## config.mk

```make
export PLATFORM = sky130hd
export DESIGN_NAME = dtq_ram
export DESIGN_NICKNAME = d
export VERILOG_FILES = /design/src/design/dtq_ram.sv
export SDC_FILE = /design/constraint.sdc
export NUM_CORES = 1
export LEC_CHECK = 0
export ABC_CLOCK_PERIOD_IN_PS = 1750
export BUFFER_PORTS_ARGS = -buffer_cell sky130_fd_sc_hd__buf_2
export CORE_MARGIN = 5
export CORE_UTILIZATION = 56
export DETAILED_ROUTE_END_ITERATION = 8
export PLACE_DENSITY = 0.82
export SLEW_MARGIN = 20
export SYNTH_ARGS = -nofsm -noshare
export SYNTH_HDL_FRONTEND = slang
export SYNTH_SLANG_ARGS = --single-unit
```

## constraint.sdc

```tcl
create_clock -name clk -period 1.75 [get_ports clk]
set_clock_uncertainty 0.05 [all_clocks]
set_input_delay 0.175 -clock clk [delete_from_list [all_inputs] [get_ports clk]]
set_output_delay 0.175 -clock clk [all_outputs]
set_load 0.005 [all_outputs]
```

## src/design/dtq_ram.sv

```systemverilog
module dtq_ram #(
    parameter int WIDTH = 8,
    parameter int DEPTH = 64
) (
    input  logic                     clk,
    input  logic                     we,
    input  logic [$clog2(DEPTH)-1:0] waddr,
    input  logic [WIDTH-1:0]         wdata,
    input  logic [$clog2(DEPTH)-1:0] raddr,
    output logic [WIDTH-1:0]         rdata
);

    logic [WIDTH-1:0] mem [DEPTH];

    always_ff @(posedge clk)
    begin
        if (we)
        begin
            mem[waddr] <= wdata;
        end
        rdata <= mem[raddr];
    end

endmodule

```

==> results of run 1 <==
[Yosys cell counts, types with 2 or more instances]
cell type  number  area share, %
a2111oi_0       2          0.087
a211oi_1        4           0.15
a21oi_1         3          0.074
a221oi_1        6           0.26
a22oi_1         3           0.11
buf_1           4          0.074
buf_12          2           0.20
buf_2          11           0.27
buf_4          13           0.48
buf_6           4           0.22
clkbuf_1       17           0.32
dfxtp_1         8           0.79
edfxtp_1      512             76
mux2_2         13           0.73
mux2i_1        23            1.1
mux4_2        126             14
nand2_1        19           0.35
nand2b_1        7           0.22
nand3_1        13           0.32
nand3b_1        3           0.11
nand4_1         2          0.062
nor2_1         83            1.5
nor2b_1        14           0.43
nor3_1          7           0.17
nor4_1          2          0.062
o2111ai_1       3           0.13
o21a_1          2          0.074
o21ai_0         2          0.050
o21ai_1         2          0.050
o221a_2         2           0.11
o221ai_1        8           0.35
o22ai_1         8           0.25
o2bb2ai_1       3           0.13
o32ai_1         2          0.087
o41ai_1         2          0.087
[registers in the layout (all words and copies together) (netlist names)]
name	flops
mem	512
rdata	8
[cells by family after synthesis]
family	share of synthesized area [%]
multiplexers	15.94
buffers and inverters	1.570
AO/OA/AOI/OAI	2.072
flip-flops	77.03
AND/OR/NAND/NOR	3.387
[timing repair]
item | 4_1_cts | 5_1_grt
hold endpoints to repair | 2 | 0
setup endpoints to repair | 8 | 8
hold buffers | 1 | 0
pin swaps | 3 | 3
resized for setup | 25 | 3
[how the worst max path moves through the flow]
stage	endpoint	slack (ns)	cells after the start
2_1_floorplan	rdata[7]	-0.02	7
3_3_place_gp	rdata[5]	-0.57	8
3_5_place_dp	rdata[3]	-0.64	6
4_1_cts	rdata[1]	-0.16	5
5_1_grt	rdata[5]	-0.21	4
6_report	rdata[5]	-0.19	4
[cell usage in the layout, fill, tap and decap left out, drive strengths merged, types with 3 or more instances in the layout]
| cell type | n |
|---|---|
| o22ai | 8 |
| edfxtp | 512 |
| nor2 | 83 |
| buf | 195 |
| clkbuf | 68 |
| dfxtp | 8 |
| o221ai | 8 |
| nand3 | 13 |
| nand2b | 7 |
| a22oi | 3 |
| o2111ai | 3 |
| nor2b | 14 |
| a211oi | 4 |
| o2bb2ai | 3 |
| mux2 | 13 |
| bufinv | 6 |
| nor3 | 7 |
| mux2i | 23 |
| o21ai | 4 |
| clkinv | 12 |
| a21oi | 3 |
| a221oi | 6 |
| nand3b | 3 |
| nand2 | 19 |
| mux4 | 126 |
[per-stage QoR]
| stage | instance area, sq um | total power [W] | utilization, % |
|---|---|---|---|
| 2_1_floorplan | 20210 | 0.01482 | - |
| 3_3_place_gp | 21930 | 0.01542 | 61.65 |
| 3_5_place_dp | 21930 | 0.01547 | 61.65 |
| 4_1_cts | 23710 | 0.02626 | 66.65 |
| 5_1_grt | 23740 | 0.02693 | 66.75 |
| 6_report | 23740 | 0.02617 | 66.75 |
[final cells by class]
class	instances	share of cell area (%)
antenna	1	0.01054
clock inverter	22	1.149
tap	461	2.429
multi-input combinational	369	18.72
clock buffer	67	5.839
timing repair buffer	197	6.424
sequential	520	65.43
[critical path, cell delays in order (launching register included)]
cell,delay (ns)
edfxtp_1,0.41
mux4_2,0.54
mux4_2,0.50
o21ai_2,0.18
o41ai_2,0.12
[routing by layer]
layer / vias to the layer above / track usage, % / wire [um]
li1: 4326 / - / -
met4: 4 / 7.421 / 1738
met3: 134 / 4.599 / 4851
met5: - / 0 / 25
met2: 692 / 40.28 / 23990
met1: 5487 / 33.99 / 17270
[power breakdown]
part / switching (W) / leakage (nW) / total (W) / internal (W)
clock network: 0.00443 / 0.815 / 0.0109 / 0.00644
logic: 0.000856 / 2.33 / 0.00147 / 0.000611
registers: 0.0000482 / 4.67 / 0.0138 / 0.0138
==> results.yml, run 1 <==
status:
  run_status: "finished, violations left"
  violations: "setup timing"
power_and_ir_drop:
  vdd_ir_drop_max_mv: 0.9461
  p_leak_nw: 7.823
  powerDensity_nw_per_um2: 1102
global_routing:
  grt_max_degree: 65
  antenna_found_initial: 3
  first_global_vias: 10910
  grt.total_usage_pct: 24.39
  grt_first_pass_wirelength_um: 70840
  grt_overflow: 0
sta:
  period_needed_ns: 1.941
  hold-worst-slack_ns: 0.02732
  finalHoldViolCount: 0
  setup_violations: 8
  relSlewSlack_pct: 50.75
  fin_setup_tns_ns: -0.9397
  worst_slack_ns: -0.1910
  slew_viol_final: 0
  tightest_slew_ns: 0.7388
  period_share_pct: 110.9
  max_freq_mhz: 515.2
  rsz0062_at_grt: "yes"
detailed_routing:
  drt-initial-drc-count: 1353
  drc: 0
  antenna_left: 0
  vias: 10640
  wl_um: 47880
  viasPerCell: 6.502
  routedWlPerCell_um: 29.25
  drtPass1Iterations: 5
setup_path:
  crit_fanout: 1
  startpoint: "mem[51][5]"
  timing.rr.start: "mem[51][5]"
  arrival_ns: 2.31
  required_ns: 2.12
  crit_path_end_kind: "flip-flop"
  path_class: "reg -> reg"
  r2r-end: "rdata[5]"
  ff2ff_path_depth: 4
  cp-start-kind: "flip-flop"
  r2r_slack_ns: -0.19
cts:
  numCtsBuffers: 49
  cts_buffer_depth: 3
  cts_sinks: 520
  cts_setup_buffers: 0
  clk_pin_slew_ns: 0.06
  cts_root_buf: "clkbuf_16"
  cts_tree: "done"
  worstSkewPairLatency_ns: 0.56
  h-tree-depth: 2
hold_path:
  min_from: "raddr[5]"
  min_to: "rdata[0]"
  hold_class: "in -> reg"
  hold_depth: 3
synthesis:
  netlist-cell-type-count: 40
  syn_avg_cell_area_sq_um: 21.45
  synth_edf_count: 512
  syn_nets: 962
  synth-seq-area-share_pct: 77.03
  yosys_warnings: 0
  ys.flop_type: "edfxtp_1"
  async_reset_ff_share_pct: 0
  synthesis.area_sq_um: 20170
  syn-instance-count: 940
  synth-seq-cells: 520
placed_design:
  gp_congestion: 0.8628
  place_worst_setup_slack_ns: -0.6402
  portBuffers: 29
  placed_cells: 1546
  dp_hpwl_um: 28910
finish:
  nNetsFinal: 1159
  drive_gt1_share_pct: 36.60
  area_growth_pct: 17.74
  seq_area_sq_um: 15530
  finalNonFillerCells: 1637
  fillCellCount: 2121
  multi_input_area_sq_um: 4446
run:
  maxCapViolCount: 0
floorplanning:
  die_w_um: 199.8
  rows: 69
  die_area_sq_um: 39910
  die_h_um: 199.8
  ios: 30
  core_sq_um: 35570
  start_util_pct: 56.70
Power figures use the tool's default switching activity.
==> inputs of run 2 (changes only) <==
- ABC_CLOCK_PERIOD_IN_PS: 1750 -> default
- CORE_UTILIZATION: 56 -> 60
- PLACE_DENSITY: 0.82 -> 0.83
- clock period: 1.75 -> 2.1 ns (I/O delays scaled with it)
==> run 2 against run 1 <==
  * The flow now finishes without violations
  * Sequential share of layout area grew 1.1 points
  * Global-route usage grew 0.94 points
  * First-iteration DRC count grew 1.1%
  * Highest routed layer unchanged
==> results.yml, run 2 (same netlist as run 1, synthesis figures left out) <==
sta:
  rsz0062_at_grt: "no"
  slew_viol_final: 0
  max_freq_mhz: 488.8
  setup_violations: 0
  fin_setup_tns_ns: 0
  tightest_slew_ns: 0.7468
  worst_slack_ns: 0.05406
  relSlewSlack_pct: 50.21
  finalHoldViolCount: 0
  period_needed_ns: 2.046
  period_share_pct: 97.43
setup_path:
  slowest_stage: "mux4_2"
  required_ns: 2.48
  crit_chain: "mux4_2 -> mux2_2 -> a221oi_2 -> buf_4 -> o2bb2ai_1"
  arrival_ns: 2.43
  crit_fanout: 1
  cp-start-kind: "flip-flop"
  crit_path_end_kind: "flip-flop"
  cpPeakStageDelay_ns: 0.48
  path_class: "reg -> reg"
detailed_routing:
  wl_um: 47320
  routedWlPerCell_um: 29.49
  viasPerCell: 6.514
  antenna_left: 0
  vias: 10460
  drc: 0
  drt-initial-drc-count: 1368
  drtPass1Iterations: 5
status:
  run_status: "completed"
placed_design:
  portBuffers: 29
  place_worst_setup_slack_ns: -0.2116
  dp_hpwl_um: 29720
  gp_congestion: 0.8456
  placed_cells: 1517
floorplanning:
  die_area_sq_um: 37380
  rows: 67
  start_util_pct: 60.44
  die_w_um: 193.3
  core_sq_um: 33360
  ios: 30
  die_h_um: 193.3
finish:
  drive_gt1_share_pct: 33.62
  final_cell_mix: "512 x edfxtp_1, 142 x buf_4, 126 x mux4_2"
  registers.top_by_ff_count: "mem"
  nNetsFinal: 1141
  fillCellCount: 1930
  area_growth_pct: 15.73
  diodes: 0
  finalNonFillerCells: 1605
  seq_area_sq_um: 15530
  multi_input_area_sq_um: 4322
  layout_commonest_cell: "edfxtp_1"
  reg_top3: "mem (512), rdata (8)"
  largest_reg_flops: 512
global_routing:
  antenna_found_initial: 2
  grt_max_degree: 65
  first_global_vias: 10840
  grt_overflow: 0
  grt_first_pass_wirelength_um: 70460
  grt.total_usage_pct: 25.32
power_and_ir_drop:
  clockPowerShare_pct: 39.4
  powerDensity_nw_per_um2: 898.0
  p_switching_w: 0.004322
  vdd_ir_drop_max_mv: 0.7301
  p_seq_share_pct: 55.0
  p_int_w: 0.01664
  pwr-share-comb_pct: 5.6
  switching_share_pct: 20.62
  p_leak_nw: 7.630
cts:
  cts_sinks: 520
  cts_tree: "done"
  worstSkewPairLatency_ns: 0.56
  h-tree-depth: 2
  cts_buffer_depth: 3
  numCtsBuffers: 48
  cts_root_buf: "clkbuf_16"
  clk_pin_slew_ns: 0.06
run:
  maxCapViolCount: 0
hold_path:
  hold_class: "in -> reg"
==> run 2: timing repair <==
item                                    4_1_cts  5_1_grt
gates resized for setup                       2        0
hold buffers                                  0        0
endpoints found under the setup margin        2        0
setup buffers                                 0        0
==> run 2: stage by stage <==
stage                     power, W  instance area (sq um)  util [%]  hold slack (ns)
after global routing       0.02155                  23340     69.95          0.04809
after global placement     0.01285                  21840     65.46           0.5958
after floorplan            0.01234                  20170         -           0.2589
after detailed placement   0.01290                  21840     65.46           0.5871
after CTS                  0.02104                  23340     69.95          0.03293
final                      0.02096                  23340     69.95          0.05754
==> run 2: critical path: cells and delay by family, from the launching register on <==
family / cells / cell delay, ns
compound gates: 2 / 0.52
buf+inv: 1 / 0.18
flops: 1 / 0.37
mux: 2 / 0.79
==> run 2: path summary, 6_finish.rpt <==
kind / slack (ns) / end / start / cells past startpoint
setup / recovery: 0.05 / rdata[1] / mem[44][1] / 5
hold / removal: 0.06 / mem[62][4] / wdata[4] / 1
setup reg to reg: 0.05 / rdata[1] / mem[44][1] / 5
hold reg to reg: 0.79 / rdata[6] / mem[31][6] / 3
==> run 2: area by class of cell <==
class / instances / area share, %
well taps: 448 / 2.402
repair buffers: 180 / 6.128
clock inverters: 19 / 0.5147
multi-input cells: 369 / 18.52
clock buffers: 69 / 5.876
flip-flops and latches: 520 / 66.56
==> run 2: power by group through the flow <==
stage	registers [W]	logic (W)	clock network [W]
3_5_place_dp	0.0117	0.00115	0
6_report	0.0115	0.00118	0.00825
2_1_floorplan	0.0117	0.000612	0
5_1_grt	0.0115	0.00124	0.00878
4_1_cts	0.0115	0.00117	0.00834
3_3_place_gp	0.0117	0.00111	0
==> run 2: metal layers <==
| metal | share of wire (%) | wire length, um | track usage, % | vias up |
|---|---|---|---|---|
| met4 | 4.6 | 2190 | 11.01 | 4 |
| met3 | 9.5 | 4514 | 5.792 | 133 |
| met5 | 0.051 | 24 | 0 | - |
| met1 | 36 | 17260 | 34.61 | 5379 |
| met2 | 49 | 23340 | 40.12 | 661 |
| li1 | - | - | - | 4278 |
==> inputs of run 3 (changes only) <==
- REMOVE_ABC_BUFFERS: default -> 1
==> run 3 against run 2 <==
  * Count of clock-buffer cells in the layout down 9
  * Clock power down 0.8%
  * Via count grew 1.0%
  * Register-to-register slack improved by 0.03 ns
  * Design area increased by 0.29%
  * Critical path depth shrank 1
==> results.yml, run 3 (same netlist as run 1, synthesis figures left out) <==
detailed_routing:
  viasPerCell: 6.568
  wl_met3_um: 5025
  routed.top_layer: "met5"
  wl_um: 47280
  routedWlPerCell_um: 29.40
  drt-initial-drc-count: 1446
  drc: 0
  antenna_left: 0
  met2WireLength_um: 23720
  vias: 10560
  wl_met1_um: 16810
  drtPass1Iterations: 5
setup_path:
  slowest_stage: "mux4_2"
  path_class: "reg -> reg"
  arrival_ns: 2.40
  cpPeakStageDelay_ns: 0.49
  worst_path_most_repeated_cell: "mux4_2"
  crit_fanout: 1
  crit_path_end_kind: "flip-flop"
  crit_chain: "mux4_2 -> mux4_2 -> o21ai_0 -> nand2_1"
  required_ns: 2.48
  cp-start-kind: "flip-flop"
cts:
  numCtsBuffers: 50
  cts_tree: "done"
  cts_setup_buffers: 0
  cts_resized: 0
  cts_sinks: 520
  cts_root_buf: "clkbuf_16"
  clk_pin_slew_ns: 0.06
  h-tree-depth: 2
  cts_buffer_depth: 3
  worstSkewPairLatency_ns: 0.57
sta:
  slew_viol_final: 0
  relSlewSlack_pct: 49.61
  setup_violations: 0
  period_share_pct: 96.12
  max_freq_mhz: 495.4
  rsz0062_at_grt: "no"
  worst_slack_ns: 0.08153
  period_needed_ns: 2.018
  tightest_slew_ns: 0.7559
  finalHoldViolCount: 0
  hold-worst-slack_ns: 0.1079
finish:
  registers.top_by_ff_count: "mem"
  nNetsFinal: 1143
  diodes: 0
  fillCellCount: 1964
  final_cell_mix: "512 x edfxtp_1, 133 x buf_4, 126 x mux4_2"
  largest_reg_flops: 512
  reg_top3: "mem (512), rdata (8)"
  area_growth_pct: 16.07
  layout_commonest_cell: "edfxtp_1"
  drive_gt1_share_pct: 33.45
run:
  maxCapViolCount: 0
power_and_ir_drop:
  powerDensity_nw_per_um2: 893.6
  p_leak_nw: 7.655
  vdd_ir_drop_max_mv: 0.7075
placed_design:
  gp_congestion: 0.8803
  dp_hpwl_um: 29600
  portBuffers: 29
  place_worst_setup_slack_ns: -0.2164
status:
  run_status: "completed"
floorplanning:
  rows: 67
  ios: 30
  start_util_pct: 60.44
  die_w_um: 193.3
  die_area_sq_um: 37380
  core_sq_um: 33360
  die_h_um: 193.3
global_routing:
  grt.total_usage_pct: 25.40
  antenna_found_initial: 2
  grt_max_degree: 65
  first_global_vias: 10830
  grt_overflow: 0
  grt_first_pass_wirelength_um: 70730
hold_path:
  hold_class: "in -> reg"
-- run 3: cell count changes in the layout (fill, tap and decap cells not counted), sizes merged --
cell         change
clkinv          +13
clkbuf           -9
buf              -3
dlygate4sd3      +3
bufinv           -1
clkinvlp         -1
inv              +1
-- run 3: routing by layer --
| layer | track usage [%] | vias up |
|---|---|---|
| li1 | - | 4287 |
| met1 | 34.69 | 5421 |
| met2 | 41.48 | 721 |
| met3 | 6.001 | 130 |
| met4 | 8.314 | 2 |
| met5 | 0 | - |
-- run 3: final cells by class --
class                   count  area, sq um  share of cell area (%)
flip-flops and latches    520        15530                   66.37
multi-input cells         369         4315                   18.44
repair buffers            180         1513                   6.462
clock buffers              60         1310                   5.597
well taps                 448        560.5                   2.395
clock inverters            31        173.9                  0.7430
-- run 3: repair_timing --
action | 4_1_cts | 5_1_grt
hold buffers | 3 | 0
endpoints found under the hold margin | 15 | 0
endpoints found under the setup margin | 0 | 0
-- run 3: final timing paths --
| kind | depth (start not counted) | slack (ns) | endpoint | start |
|---|---|---|---|---|
| hold / removal | 2 | 0.11 | mem[17][0] | wdata[0] |
| setup reg to reg | 4 | 0.08 | rdata[7] | mem[35][7] |
| hold reg to reg | 3 | 0.80 | rdata[6] | mem[30][6] |
| setup / recovery | 4 | 0.08 | rdata[7] | mem[35][7] |
-- run 3: where the power goes --
part	internal (W)	leakage, nW	switching (W)
logic	0.000513	2.24	0.000697
clock network	0.00447	0.740	0.00371
registers	0.0115	4.67	0.0000443
total	0.0165	7.66	0.00445
-- run 3: worst max-delay path, delay by kind of cell, from the launching register on --
kind / cells / cell delay, ns
AND/OR/NAND/NOR: 1 / 0.08
AO/OA/AOI/OAI: 1 / 0.39
multiplexers: 2 / 0.96
flip-flops: 1 / 0.40
-- run 3: metrics by stage --
step | area [sq um] | std cells | util (%) | total power (W) | TNS (ns)
finish | 23410 | 1608 | 70.16 | 0.02092 | 0
global route | 23410 | 1608 | 70.16 | 0.02154 | 0
CTS | 23410 | 1608 | 70.16 | 0.02101 | 0
detailed placement | 21890 | 1514 | 65.62 | 0.01293 | -0.8320
global placement | 21890 | 1514 | 65.62 | 0.01288 | -0.8151
floorplan | 19850 | 889 | - | 0.01217 | 0
